===== config.mk =====
export PLATFORM = sky130hd
export DESIGN_NAME = rgbc_div
export DESIGN_NICKNAME = d
export VERILOG_FILES = /design/src/design/rgb_convolution_3x3_macros.svh /design/src/design/rgbc_pkg.sv /design/src/design/rgbc_div.sv
export SDC_FILE = /design/constraint.sdc
export NUM_CORES = 1
export LEC_CHECK = 0
export BUFFER_PORTS_ARGS = -buffer_cell sky130_fd_sc_hd__buf_2
export CAP_MARGIN = 10
export CORE_MARGIN = 3
export CORE_UTILIZATION = 47
export DETAILED_ROUTE_END_ITERATION = 10
export HOLD_SLACK_MARGIN = 0.08
export PLACE_DENSITY_LB_ADDON = 0.1
export SYNTH_ARGS = -nofsm -noshare
export SYNTH_HDL_FRONTEND = slang
export SYNTH_SLANG_ARGS = --single-unit

===== constraint.sdc =====
create_clock -name i_clk -period 2.1 [get_ports i_clk]
set_input_delay 0.315 -clock i_clk [delete_from_list [all_inputs] [get_ports i_clk]]
set_output_delay 0.315 -clock i_clk [all_outputs]
set_load 0.005 [all_outputs]

===== src/design/rgb_convolution_3x3_macros.svh =====
// assertion helpers, clocked on i_clk, off while i_rst_n is low
`ifndef RGB_CONVOLUTION_3X3_MACROS_SVH
`define RGB_CONVOLUTION_3X3_MACROS_SVH

`define RGBC_ASSERT_SAME(label, ante, cons, msg) \
    label: assert property (@(posedge i_clk) disable iff (!i_rst_n) (ante) |-> (cons)) \
        else $error(msg);

`define RGBC_ASSERT_NEXT(label, ante, cons, msg) \
    label: assert property (@(posedge i_clk) disable iff (!i_rst_n) (ante) |=> (cons)) \
        else $error(msg);

`endif


===== src/design/rgbc_pkg.sv =====
package rgbc_pkg;

    localparam int MAX_WIDTH      = 1024;
    localparam int MAX_HEIGHT     = 4096;
    localparam int COL_W          = 10;
    localparam int ROW_W          = 12;
    localparam int WID_W          = 11;
    localparam int HGT_W          = 13;
    localparam int COEF_W         = 7;
    localparam int COEF_FRAC_BITS = 4;
    localparam int NTAPS          = 9;
    localparam int TAP_W          = 4;
    localparam int KERN_W         = 63;
    localparam int PIX_W          = 24;
    localparam int ACC_W          = 20;
    localparam int QUO_W          = 14;
    localparam int DIV_W          = 4;
    localparam int CFG_IDX_W      = 3;

    localparam logic [CFG_IDX_W-1:0] CFG_KERNEL  = 3'd0;
    localparam logic [CFG_IDX_W-1:0] CFG_DIVISOR = 3'd1;
    localparam logic [CFG_IDX_W-1:0] CFG_CLAMP   = 3'd2;
    localparam logic [CFG_IDX_W-1:0] CFG_BORDER  = 3'd3;
    localparam logic [CFG_IDX_W-1:0] CFG_WIDTH   = 3'd4;
    localparam logic [CFG_IDX_W-1:0] CFG_HEIGHT  = 3'd5;

    typedef enum logic [2:0] {
        ST_IDLE,
        ST_READ,
        ST_SHIFT,
        ST_MAC,
        ST_POST,
        ST_DIV,
        ST_EMIT
    } t_state;

    typedef logic [2:0][QUO_W-1:0] t_quo;

    function automatic logic signed [COEF_W-1:0] tap_coef(
        input logic [KERN_W-1:0] kern,
        input logic [TAP_W-1:0]  tap
    );
        return kern[tap*COEF_W +: COEF_W];
    endfunction

endpackage


===== src/design/rgbc_div.sv =====
module rgbc_div (
    input  logic                            i_clk,
    input  logic                            i_rst_n,
    input  logic                            i_start,
    input  rgbc_pkg::t_quo                  i_dividend,
    input  logic [rgbc_pkg::DIV_W-1:0]      i_divisor,
    output logic                            o_done,
    output rgbc_pkg::t_quo                  o_quot
);

    logic                          r_busy;
    logic [3:0]                    r_cnt;
    logic                          r_done;
    logic [rgbc_pkg::DIV_W-1:0]    r_d;
    logic [2:0][rgbc_pkg::DIV_W-1:0] r_rem;
    rgbc_pkg::t_quo                r_q;
    logic [2:0][rgbc_pkg::DIV_W-1:0] n_rem;
    rgbc_pkg::t_quo                n_q;

    always_comb begin
        logic [rgbc_pkg::DIV_W:0] t;
        for (int i = 0; i < 3; i++) begin
            t = {r_rem[i], r_q[i][rgbc_pkg::QUO_W-1]};
            if (t >= {1'b0, r_d}) begin
                n_rem[i] = rgbc_pkg::DIV_W'(t - {1'b0, r_d});
                n_q[i]   = {r_q[i][rgbc_pkg::QUO_W-2:0], 1'b1};
            end else begin
                n_rem[i] = t[rgbc_pkg::DIV_W-1:0];
                n_q[i]   = {r_q[i][rgbc_pkg::QUO_W-2:0], 1'b0};
            end
        end
    end

    always_ff @(posedge i_clk) begin
        if (!i_rst_n) begin
            r_busy <= 1'b0;
            r_cnt  <= '0;
            r_done <= 1'b0;
        end else begin
            r_done <= 1'b0;
            if (i_start) begin
                r_busy <= 1'b1;
                r_cnt  <= '0;
            end else if (r_busy) begin
                r_cnt <= r_cnt + 4'd1;
                if (r_cnt == 4'(rgbc_pkg::QUO_W - 1)) begin
                    r_busy <= 1'b0;
                    r_done <= 1'b1;
                end
            end
        end
    end

    always_ff @(posedge i_clk) begin
        if (i_start) begin
            r_d   <= (i_divisor == '0) ? rgbc_pkg::DIV_W'(1) : i_divisor;
            r_rem <= '0;
            r_q   <= i_dividend;
        end else if (r_busy) begin
            r_rem <= n_rem;
            r_q   <= n_q;
        end
    end

    assign o_done = r_done;
    assign o_quot = r_q;

endmodule


# [Yosys cells after proc, flatten, opt, wreduce, memory -nomap -nowiden]
# Cells that the tools add are included.
[word_totals] elab_cells=36 register_bits=64 input_bits=49 output_inout_bits=43
[classes] addsub=4 n_eq_ne=1 order_cmp=3 reduce_logical=4 n_mux=12 bitwise_logic=2
[op_table] cell="$mux 42" count=2
[op_table] cell="$ge 5x4->1" count=3
[op_table] cell="$mux 4" count=3
[op_table] cell="$sub 4x4->4" count=3
[op_table] cell="$mux 1" count=7
[op_table] cell="$add 4x1->4 const B" count=1
[op_table] cell="$eq 4x4->1 const B" count=1
[op_table] cell="$logic_not 4->1" count=1
[op_table] cell="$reduce_or 3->1" count=1
[op_table] cell="$not 1->1" count=2
[op_table] cell="$reduce_bool 2->1" count=1
[op_table] cell="$reduce_or 2->1" count=1

# [Longest topological paths before layout]
# Gate-level depths: netlist of run 1.
[logic_depth] ltp_word=4 depth_mapped=7 depth_no_buf=7

# [Least setup slack after synthesis of run 1]
# OpenSTA, ideal clock, no wires.
[synth_timing] kind="input -> register" startpoint="input i_start" endpoint="register r_q (netlist bit o_quot[0]) (enable)" setup_ns=0.451 path_stages=4 path_slack_ns=0.058 n_path_buf=2 arrival_ns=1.592 t_required_ns=1.649 path_cell_list="buf_2 buf_2 nor2_1 inv_1"
[synth_via] elab_chain_cells=1
[synth_rtl] element="from (decl)" line="rgbc_div.sv:4" rtl="input logic i_start,"
[synth_rtl] element="$reduce_bool 2->1 (no line)"
[synth_rtl] element="to (signal assigned)" line="rgbc_div.sv:58" rtl="r_q <= i_dividend;"
[synth_rtl] element="to (signal assigned)" line="rgbc_div.sv:61" rtl="r_q <= n_q;"
[synth_rtl] element="to (decl)" line="rgbc_div.sv:16" rtl="rgbc_pkg::t_quo r_q;"
# Every way passes these cells.
# A chain may end at the register's enable or synchronous reset.

# [Worst setup path after layout of run 1]
[layout_timing] startpoint="register r_d[1] in the netlist's numbering" endpoint="register r_q (netlist bit o_quot[0]), data pin"
[layout_via] elab_chain_cells=4
[layout_rtl] element="from (decl)" line="rgbc_div.sv:14" rtl="logic [rgbc_pkg::DIV_W-1:0] r_d;"
[layout_rtl] element="from (signal assigned)" line="rgbc_div.sv:56" rtl="r_d <= (i_divisor == '0) ? rgbc_pkg::DIV_W'(1) : i_divisor;"
[layout_rtl] element="$ge 5x4->1" line="rgbc_div.sv:24" rtl="if (t >= {1'b0, r_d}) begin"
[layout_rtl] element="$mux 1" line="rgbc_div.sv:24"
[layout_rtl] element="$mux 42" line="rgbc_div.sv:59" rtl="end else if (r_busy) begin"
[layout_rtl] element="$mux 42" line="rgbc_div.sv:55" rtl="if (i_start) begin"
# Every way passes these cells. The select of a mux whose other input is x is not followed.

==> results.md, run 1 <==
* Status: finished clean
* Layout cell share with drive strength beyond 1 at 46.5%
* Largest family of logic cells by synthesized area: multiplexers
* Initial Utilization at 49.1%
* DRC at 0
* Leak at 1.68 nW
* Antenna violations before repair at 0
* Fin Setup TNS at 0 ps
* Clock Path Buffers at 2
* Post-place setup slack at roughly 56 ps
* Synth Area in Adders at under 10%
* Congestion Overflow GR at 0
* Maximum clock rate at roughly 500 MHz
* Via/cell ratio at 5.39
* Multiplexer share of the synthesized area at 14.3%
* Sw frac at 26.1%
* WL per Instance at 15.6 microns
* Count of cell types in the netlist at 38
* Die height at 87.9 microns
* Gate Count Post-Synth at 242
* Area share of the leading cell type in the synthesized netlist at 43.8%
* Period utilization at approximately 95%
* Internal power at 0.00253 W
* Startpoint class of the critical path: flip-flop
* Flops & latches, synth at 64
* Root Buffer: clkbuf_8
* Sequential area share after synthesis at 55.2%
* N_diodes at 0
* Number of enable flip-flop cells after synthesis at 46
* Worst-path clk slew at 80 ps
* Slew margin rel. at 68.8%
* CTS buffer count at 9
* Vias in the first global route at 2154
* Compound-Gate Fraction of Synth Area at 8.97%
* Worst skew pair latency at 330 ps
* Yosys top cell by area: edfxtp_1
* Post-CTS Setup Inserts at 0
* Peak VDD IR at 445 uV
* Nets at 407
* Final ANT Viol Nets at 0
* Core area at approximately 6400 sq um
* PwrDens at 862 nW/um^2
* Syn Nets at 308
* WL final at 6600 microns
* Most frequent cells after synthesis: 46 x edfxtp_1, 40 x mux2_2, 18 x dfxtp_1, 14 x ha_1, 14 x inv_1
* Slew @ Worst Pin at 467 ps
* Count leader, synth: edfxtp_1
* CP required at 2190 ps
* Largest net degree at the start of global routing at 43
* Clock power share at 34.0%
* Type of the most critical hold path: input port to flip-flop
* Area grow syn2layout at 26.0%
* Ports at 92
* NetSw at 0.000895 W
* Max-cap violations at 0
* Row count at 29
* H-tree levels at 3
* Drt first pass iters at 4
* DRT iter0 DRCs at 83
* Skew final at 8.51 ps
* Critical Setup Path Class: flip-flop to flip-flop
* Unrepaired setup endpoints after global routing: false
* Post-Syn Area at approximately 3200 sq um
* Logic pwr share at 19.5%
* Asr flop ratio synth at 0%
* Overall die width at about 90 microns
* First-pass GRT wire length at 10500 microns
* Full die area at 7730 sq um
* Avg Cell Area, Syn at about 13 sq um
* DR vias at 2278
* CTS tree: built
* Critical Path End Type: flip-flop
* DP HPWL at ~4800 microns
* Synthesis Warnings at 0
* Clock sink total at 64
* Sequential Power Share at between 40% and 50%
* Main flop type after synthesis: edfxtp_1
* Final Hold Viols at 0
* GRT Overall Usage at between 10% and 20%
* Final worst slack at 95.4 ps
* Fin. max-slew vios at 0
* I/O Buffers at 91
* Setup-failing EPs final at 0
* Gp weighted congestion at 0.931
* Top cells by area, synth: edfxtp_1 44%, mux2_2 14%, dfxtp_1 11%, ha_1 5.6%, fa_1 1.9%
* Synth Area in XOR/XNOR at 1.67%
* CP Data Arrival Time at 2090 ps
* CP Max Fanout at 6
* Min Tclk post-route at 2000 ps
* Synth Area in Simple Gates at 9.17%
-- placed cells by master (no fill, tap or decap), drive strengths merged, types with 2 or more instances in the layout --
cell,synthesis,final
nand2,9,9
o21ai,10,10
and2,2,2
xnor2,3,3
fa,3,3
mux2,40,40
clkbuf,6,9
edfxtp,46,46
nor4b,2,2
or2,2,2
o31a,3,3
a32o,4,4
bufinv,0,2
or3,2,2
nor3,6,6
o21a,5,5
ha,14,14
nand4,4,4
nor2,12,12
inv,14,14
dfxtp,18,18
nand2b,2,2
clkinv,0,5
buf,5,99
nand3,5,5
o31ai,5,5
nor2b,5,5
a311oi,3,3
a21oi,3,3
xor2,3,3
-- worst max-delay path: stages (launching register included) --
cell and delay [ps]:
edfxtp_1 440, inv_2 130, ha_1 250, nor2b_4 140, o31a_4 300, or2_4 240
mux2_2 250
-- state kept, by name (all words and copies together) (netlist names) --
signal and flops:
r_rem 12, o_quot 42, r_cnt 4, r_d 4
o_done 1, r_busy 1
-- through the flow --
stage                     hold WS, ps  cell area, sq um  utilization [%]  std cells  total power [W]
after floorplan                   426              3150                -        242          0.00203
after detailed placement          450              3750             58.4        407          0.00228
after global routing              152              3970             61.9        423          0.00361
final                             168              3970             61.9        423          0.00342
after CTS                         147              3970             61.9        423          0.00346
after global placement            441              3750             58.4        407          0.00227
-- path summary, 6_finish.rpt --
kind | start | endpoint | slack (ps) | cells after the start
max reg2reg | r_d[1]$_SDFFCE_PN0P_ | o_quot[0]$_DFFE_PP_ | 100 | 6
min reg2reg | r_rem[3]$_SDFFE_PP0P_ | r_rem[3]$_SDFFE_PP0P_ | 460 | 2
min | i_divisor[2] | r_d[2]$_SDFFCE_PN0P_ | 170 | 1
max | r_d[1]$_SDFFCE_PN0P_ | o_quot[0]$_DFFE_PP_ | 100 | 6
-- layer usage --
metal	share of wire, %	global-route usage (%)	wire length (microns)	up-vias
met3	6.6	5.83	433	9
met1	44	24.1	2920	1080
li1	-	-	-	1112
met4	1.4	7.11	92	0
met2	48	27.1	3150	77
met5	0	0	0	-
-- cell families (layout without fill, tap and decap cells) --
kind of cell | count (synthesis) | in the layout
flops | 64 | 64
simple gates | 52 | 52
mux | 40 | 40
compound gates | 38 | 38
buf+inv | 25 | 129
fa+ha+maj | 17 | 17
xor+xnor | 6 | 6
-- power groups by stage --
stage                     logic (W)  clock network (W)  registers, W
after global placement     0.000659                  0       0.00162
after floorplan            0.000419                  0       0.00161
final                      0.000668            0.00117       0.00159
after global routing       0.000752            0.00125       0.00161
after CTS                  0.000671            0.00120       0.00159
after detailed placement   0.000666                  0       0.00162
-- final cells by class --
class                           count  area (sq um)
Sequential cell                    64          1740
Timing Repair Buffer               99           553
Clock inverter                      7          95.1
Clock buffer                        9           124
Inverter                           14          52.6
Multi-Input combinational cell    153          1310
Fill cell                         550          2450
Tap cell                           77          96.3
-- timing repair --
action	CTS	global route
setup endpoints to repair	0	1
hold buffers	0	0
gates resized for setup	0	1
Note: power is estimated with default switching activity, not from simulation.
==> run 2, diff against run 1 <==
--- a/config.mk
+++ b/config.mk
@@ -10,8 +10,8 @@
 export CORE_MARGIN = 3
 export CORE_UTILIZATION = 47
 export DETAILED_ROUTE_END_ITERATION = 10
-export HOLD_SLACK_MARGIN = 0.08
-export PLACE_DENSITY_LB_ADDON = 0.1
+export HOLD_SLACK_MARGIN = 0.02
+export PLACE_DENSITY = 0.81
 export SYNTH_ARGS = -nofsm -noshare
 export SYNTH_HDL_FRONTEND = slang
 export SYNTH_SLANG_ARGS = --single-unit
==> results.md, run 2 (synthesis results as in run 1) <==
* PwrDens at 837 nW/um^2
* Setup-failing EPs final at 0
* Overall die width at 87.9 microns
* CTS buffer count at 9
* Unrepaired setup endpoints after global routing: false
* Final ANT Viol Nets at 0
* Layout cell share with drive strength beyond 1 at 46.5%
* Area post-placement at 3740 sq um
* Clock Path Buffers at 2
* Logic pwr share at 20.5%
* Grt met1 use at ~22%
* I/O Buffers at 91
* Worst path slowest cell: edfxtp_1
* Sequential Power Share at 48.3%
* Min Tclk post-route at 1970 ps
* CP Max Fanout at 5
* First-pass GRT wire length at 10800 microns
* Clock sink total at 64
* Critical Setup Path Class: flip-flop to flip-flop
* Global route hottest layer: met2
* N_diodes at 0
* Gp weighted congestion at 0.843
* Vias in the first global route at 2318
* CP Buf/Inv Count at 1
* Leak at approximately 1.7 nW
* Drt first pass iters at 4
* Worst Hold Depth at 1
* WL per Instance at 16.0 microns
* DR vias at 2275
* Full die area at about 7700 sq um
* Antenna violations before repair at 0
* Status: finished clean
* Reg2Reg Depth at 6
* Nets at between 400 and 500
* Hold Startpoint: i_divisor[3]
* Fin. max-slew vios at 0
* Worst skew pair latency at around 340 ps
* CP Data Arrival Time at between 2000 and 2500 ps
* Slew margin rel. at 74.0%
* Max-cap violations at 0
* Global Route met2 Usage at between 20 and 30%
* Area grow syn2layout at 24.8%
* Core area at 6420 sq um
* Final Hold Viols at 0
* Most frequent cells in the layout: 91 x buf_2, 46 x edfxtp_1, 40 x mux2_2
* Slew @ Worst Pin at 387 ps
* Commonest non-fill, non-tap cell in the layout: buf_2
* Maximum clock rate at around 510 MHz
* WL final at 6750 microns
* CTS tree: built
* Peak VDD IR at about 730 uV
* Critical Path End Type: flip-flop
* Root Buffer: clkbuf_8
* Fillcell total at 503
* Sw frac at 26.9%
* H-tree levels at 3
* Stages on the worst setup path at 6
* Skew final at 10.4 ps
* Die height at slightly below 90 microns
* Worst path top cell family by delay: flip-flops
* DRC at 0
* Worst Setup SP: r_d[1]$_SDFFCE_PN0P_
* NetSw at 0.000886 W
* Grt met3 use at 6.21%
* Design area at a little under 4000 sq um
* Via/cell ratio at 5.38
* Congestion Overflow GR at 0
* Initial Utilization at 49.1%
* Ports at 92
* CP required at around 2200 ps
* Clock power share at 31.2%
* CP Cell Sequence: inv_2 > ha_1 > nor2b_4 > o31a_4 > or2_4 > mux2_2
* Max FFs per register at 42
* DRT iter0 DRCs at about 140
* Startpoint class of the critical path: flip-flop
* CP max stage delay at slightly above 400 ps
* DP HPWL at 5160 microns
* Worst-path clk slew at 70 ps
* Period utilization at 93.9%
* Largest net degree at the start of global routing at 40
* Row count at 29
* Internal power at ~0.0024 W
* GRT Overall Usage at 18.3%
* Worst R2R Start: r_d[1]$_SDFFCE_PN0P_
* Fin Setup TNS at 0 ps
* Type of the most critical hold path: input port to flip-flop
[run 2: cell types whose count changed in the layout (fill, tap and decap cells not counted), sizes merged]
cell,change
inv,+1
clkinvlp,+1
clkbuf,+2
clkinv,-3
bufinv,-1
[run 2: per-stage QoR]
step	total power [W]	utilization, %	std cells	worst slack (ps)	hold WS [ps]
after detailed placement	0.00229	58.3	407	54.1	447
after CTS	0.00333	61.2	423	45.8	161
final	0.00329	61.3	423	129	174
after global routing	0.00346	61.3	423	71.2	158
after global placement	0.00226	58.3	407	97.8	440
after floorplan	0.00203	-	242	57.5	426
[run 2: repair_timing]
item | in CTS | in global routing
hold buffers | 0 | 0
setup endpoints to repair | 0 | 3
buffers inserted | 0 | 0
gates resized for setup | 0 | 2
[run 2: worst register-to-register path, cell delays in order (launching register included)]
cell	delay [ps]
edfxtp_1	410
inv_2	150
ha_1	260
nor2b_4	140
o31a_4	270
or2_4	240
mux2_2	260
[run 2: final cells by class]
type | instances | area (sq um) | share of cell area [%]
flip-flops and latches | 64 | 1740 | 44.3
multi-input cells | 153 | 1320 | 33.4
repair buffers | 99 | 541 | 13.7
clock buffers | 11 | 131 | 3.34
well taps | 77 | 96.3 | 2.45
clock inverters | 5 | 56.3 | 1.43
inverters | 14 | 52.6 | 1.34
[run 2: worst paths after layout]
kind	endpoint	slack (ps)
worst max-delay path	o_quot[0]$_DFFE_PP_	130
worst min-delay path	r_d[3]$_SDFFCE_PN0P_	170
worst max register to register	o_quot[0]$_DFFE_PP_	130
worst min register to register	r_rem[11]$_SDFFE_PP0P_	450
[run 2: routing by layer]
metal | routed length [microns] | vias up | share of wire, %
met5 | 0 | - | 0
met4 | 74 | 0 | 1.1
met3 | 435 | 8 | 6.4
met2 | 3460 | 75 | 51
met1 | 2780 | 1092 | 41
li1 | - | 1100 | -
[run 2: power by group through the flow]
stage	registers [W]	logic [W]	clock network, W
after floorplan	0.00161	0.000419	0
after global placement	0.00161	0.000648	0
after detailed placement	0.00162	0.000674	0
after CTS	0.00159	0.000677	0.00106
after global routing	0.00161	0.000752	0.00110
final	0.00159	0.000677	0.00103
==> run 3, diff against run 2 <==
--- a/config.mk
+++ b/config.mk
@@ -11,7 +11,7 @@
 export CORE_UTILIZATION = 47
 export DETAILED_ROUTE_END_ITERATION = 10
 export HOLD_SLACK_MARGIN = 0.02
-export PLACE_DENSITY = 0.81
+export PLACE_DENSITY = 0.85
 export SYNTH_ARGS = -nofsm -noshare
 export SYNTH_HDL_FRONTEND = slang
 export SYNTH_SLANG_ARGS = --single-unit
==> results.md, run 3 (synthesis results as in run 1) <==
* DRC at 0
* DR vias at 2292
* Clock sink total at 64
* Post-place setup slack at 98.0 ps
* Critical Path End Type: flip-flop
* Hold slack at 171 ps
* Nets at 409
* CP Data Arrival Time at 2080 ps
* Max-cap violations at 0
* CTS resizes at 0
* DRT iter0 DRCs at roughly 110
* Ports at 92
* Antenna violations before repair at 0
* Slew margin rel. at 71.4%
* I/O Buffers at 91
* Die height at around 88 microns
* N_diodes at 0
* Core area at about 6400 sq um
* Most frequent cells in the layout: 91 x buf_2, 46 x edfxtp_1, 40 x mux2_2
* Clock Path Buffers at 2
* First-pass GRT wire length at 11100 microns
* Initial Utilization at 49.1%
* WL per Instance at around 16 microns
* GRT Overall Usage at 18.8%
* Fin. max-slew vios at 0
* Row count at 29
* Overall die width at about 88 microns
* Placed Instances at 409
* Leak at 1.69 nW
* Worst Setup SP: r_d[1]$_SDFFCE_PN0P_
* Post-Layout Cell Count at roughly 430
* Slew @ Worst Pin at 425 ps
* Worst Setup EP: o_quot[0]$_DFFE_PP_
* Final worst slack at slightly above 100 ps
* Period utilization at 95.1%
* CP required at 2190 ps
* Congestion Overflow GR at 0
* PwrDens at 867 nW/um^2
* Via/cell ratio at 5.39
* Area grow syn2layout at 25.6%
* Status: finished clean
* Largest net degree at the start of global routing at about 40
* Drt first pass iters at 4
* Worst skew pair latency at 340 ps
* Unrepaired setup endpoints after global routing: false
* Max FFs per register at 42
* Worst-path clk slew at 70 ps
* Critical Setup Path Class: flip-flop to flip-flop
* CP Max Fanout at 4
* Reg2reg setup slack at 100 ps
* Full die area at 7730 sq um
* Reg2Reg Depth at 6
* RR Endpoint: o_quot[0]$_DFFE_PP_
* CTS tree: built
* Post-CTS Setup Inserts at 0
* Commonest non-fill, non-tap cell in the layout: buf_2
* Final Hold Viols at 0
* CTS buffer count at 9
* Root Buffer: clkbuf_8
* Layout cell share with drive strength beyond 1 at 46.6%
* Startpoint class of the critical path: flip-flop
* Skew final at approximately 13 ps
* WL final at 6740 microns
* Fin Setup TNS at 0 ps
* Worst R2R Start: r_d[1]$_SDFFCE_PN0P_
* Tot Pwr at 0.00343 W
* CTS hold repair buffers at 0
* Type of the most critical hold path: input port to flip-flop
* Vias in the first global route at 2356
* Final ANT Viol Nets at 0
* DP HPWL at 4970 microns
* Peak VDD IR at 735 uV
* H-tree levels at 3
* Maximum clock rate at 501 MHz
* Setup-failing EPs final at 0
* Gp weighted congestion at 0.969
* Min Tclk post-route at approximately 2000 ps
==> run 3: changes by cell type in the layout (fill, tap and decap cells not counted) <==
cell	change
buf_4	+3
inv_2	-1
clkinv_4	+1
clkbuf_1	-2
inv_1	+1
clkinv_2	-1
clkinv_1	+1
o31ai_1	+1
buf_12	-1
o31ai_2	-1
bufinv_16	+1
==> run 3: layer usage <==
layer | share of wire (%) | wire (microns) | vias to the layer above | global-route usage [%]
met4 | 1.4 | 92 | 0 | 7.11
met1 | 41 | 2750 | 1089 | 23.0
met3 | 8.0 | 541 | 10 | 6.59
met5 | 0 | 0 | - | 0
li1 | - | - | 1105 | -
met2 | 50 | 3350 | 88 | 30.5
==> run 3: area by class of cell <==
cell class / count / area (sq um)
well taps: 77 / 96.3
flip-flops and latches: 64 / 1740
clock buffers: 9 / 124
clock inverters: 7 / 93.8
repair buffers: 101 / 543
multi-input cells: 153 / 1310
inverters: 14 / 52.6
fillers: 482 / 2460
==> run 3: worst min-delay path by stage <==
| stage | start | end | slack (ps) | cells past startpoint |
|---|---|---|---|---|
| 2_1_floorplan | r_rem[7]$_SDFFE_PP0P_ | r_rem[7]$_SDFFE_PP0P_ | 430 | 2 |
| 3_3_place_gp | r_rem[3]$_SDFFE_PP0P_ | r_rem[3]$_SDFFE_PP0P_ | 440 | 2 |
| 3_5_place_dp | r_rem[3]$_SDFFE_PP0P_ | r_rem[3]$_SDFFE_PP0P_ | 450 | 2 |
| 4_1_cts | i_divisor[3] | r_d[3]$_SDFFCE_PN0P_ | 160 | 1 |
| 5_1_grt | i_divisor[2] | r_d[2]$_SDFFCE_PN0P_ | 160 | 1 |
| 6_report | i_divisor[3] | r_d[3]$_SDFFCE_PN0P_ | 170 | 1 |
==> run 3: through the flow <==
step / cell area (sq um) / util (%)
2_1_floorplan: 3150 / -
3_3_place_gp: 3740 / 58.3
3_5_place_dp: 3740 / 58.3
4_1_cts: 3960 / 61.7
5_1_grt: 3960 / 61.7
6_report: 3960 / 61.7
==> run 3: critical path: stages, from the launching register on <==
cell      delay [ps]
edfxtp_1         420
inv_1            150
ha_1             270
nor2b_4          140
o31a_4           270
or2_4            240
mux2_2           260
==> run 3: power by group <==
group	total [W]	internal (W)	switching [W]	leakage, nW
clock	0.00116	0.000668	0.000495	0.107
combinational	0.000681	0.000352	0.000329	0.969
sequential	0.00159	0.00151	0.0000787	0.609
total	0.00343	0.00253	0.000903	1.69
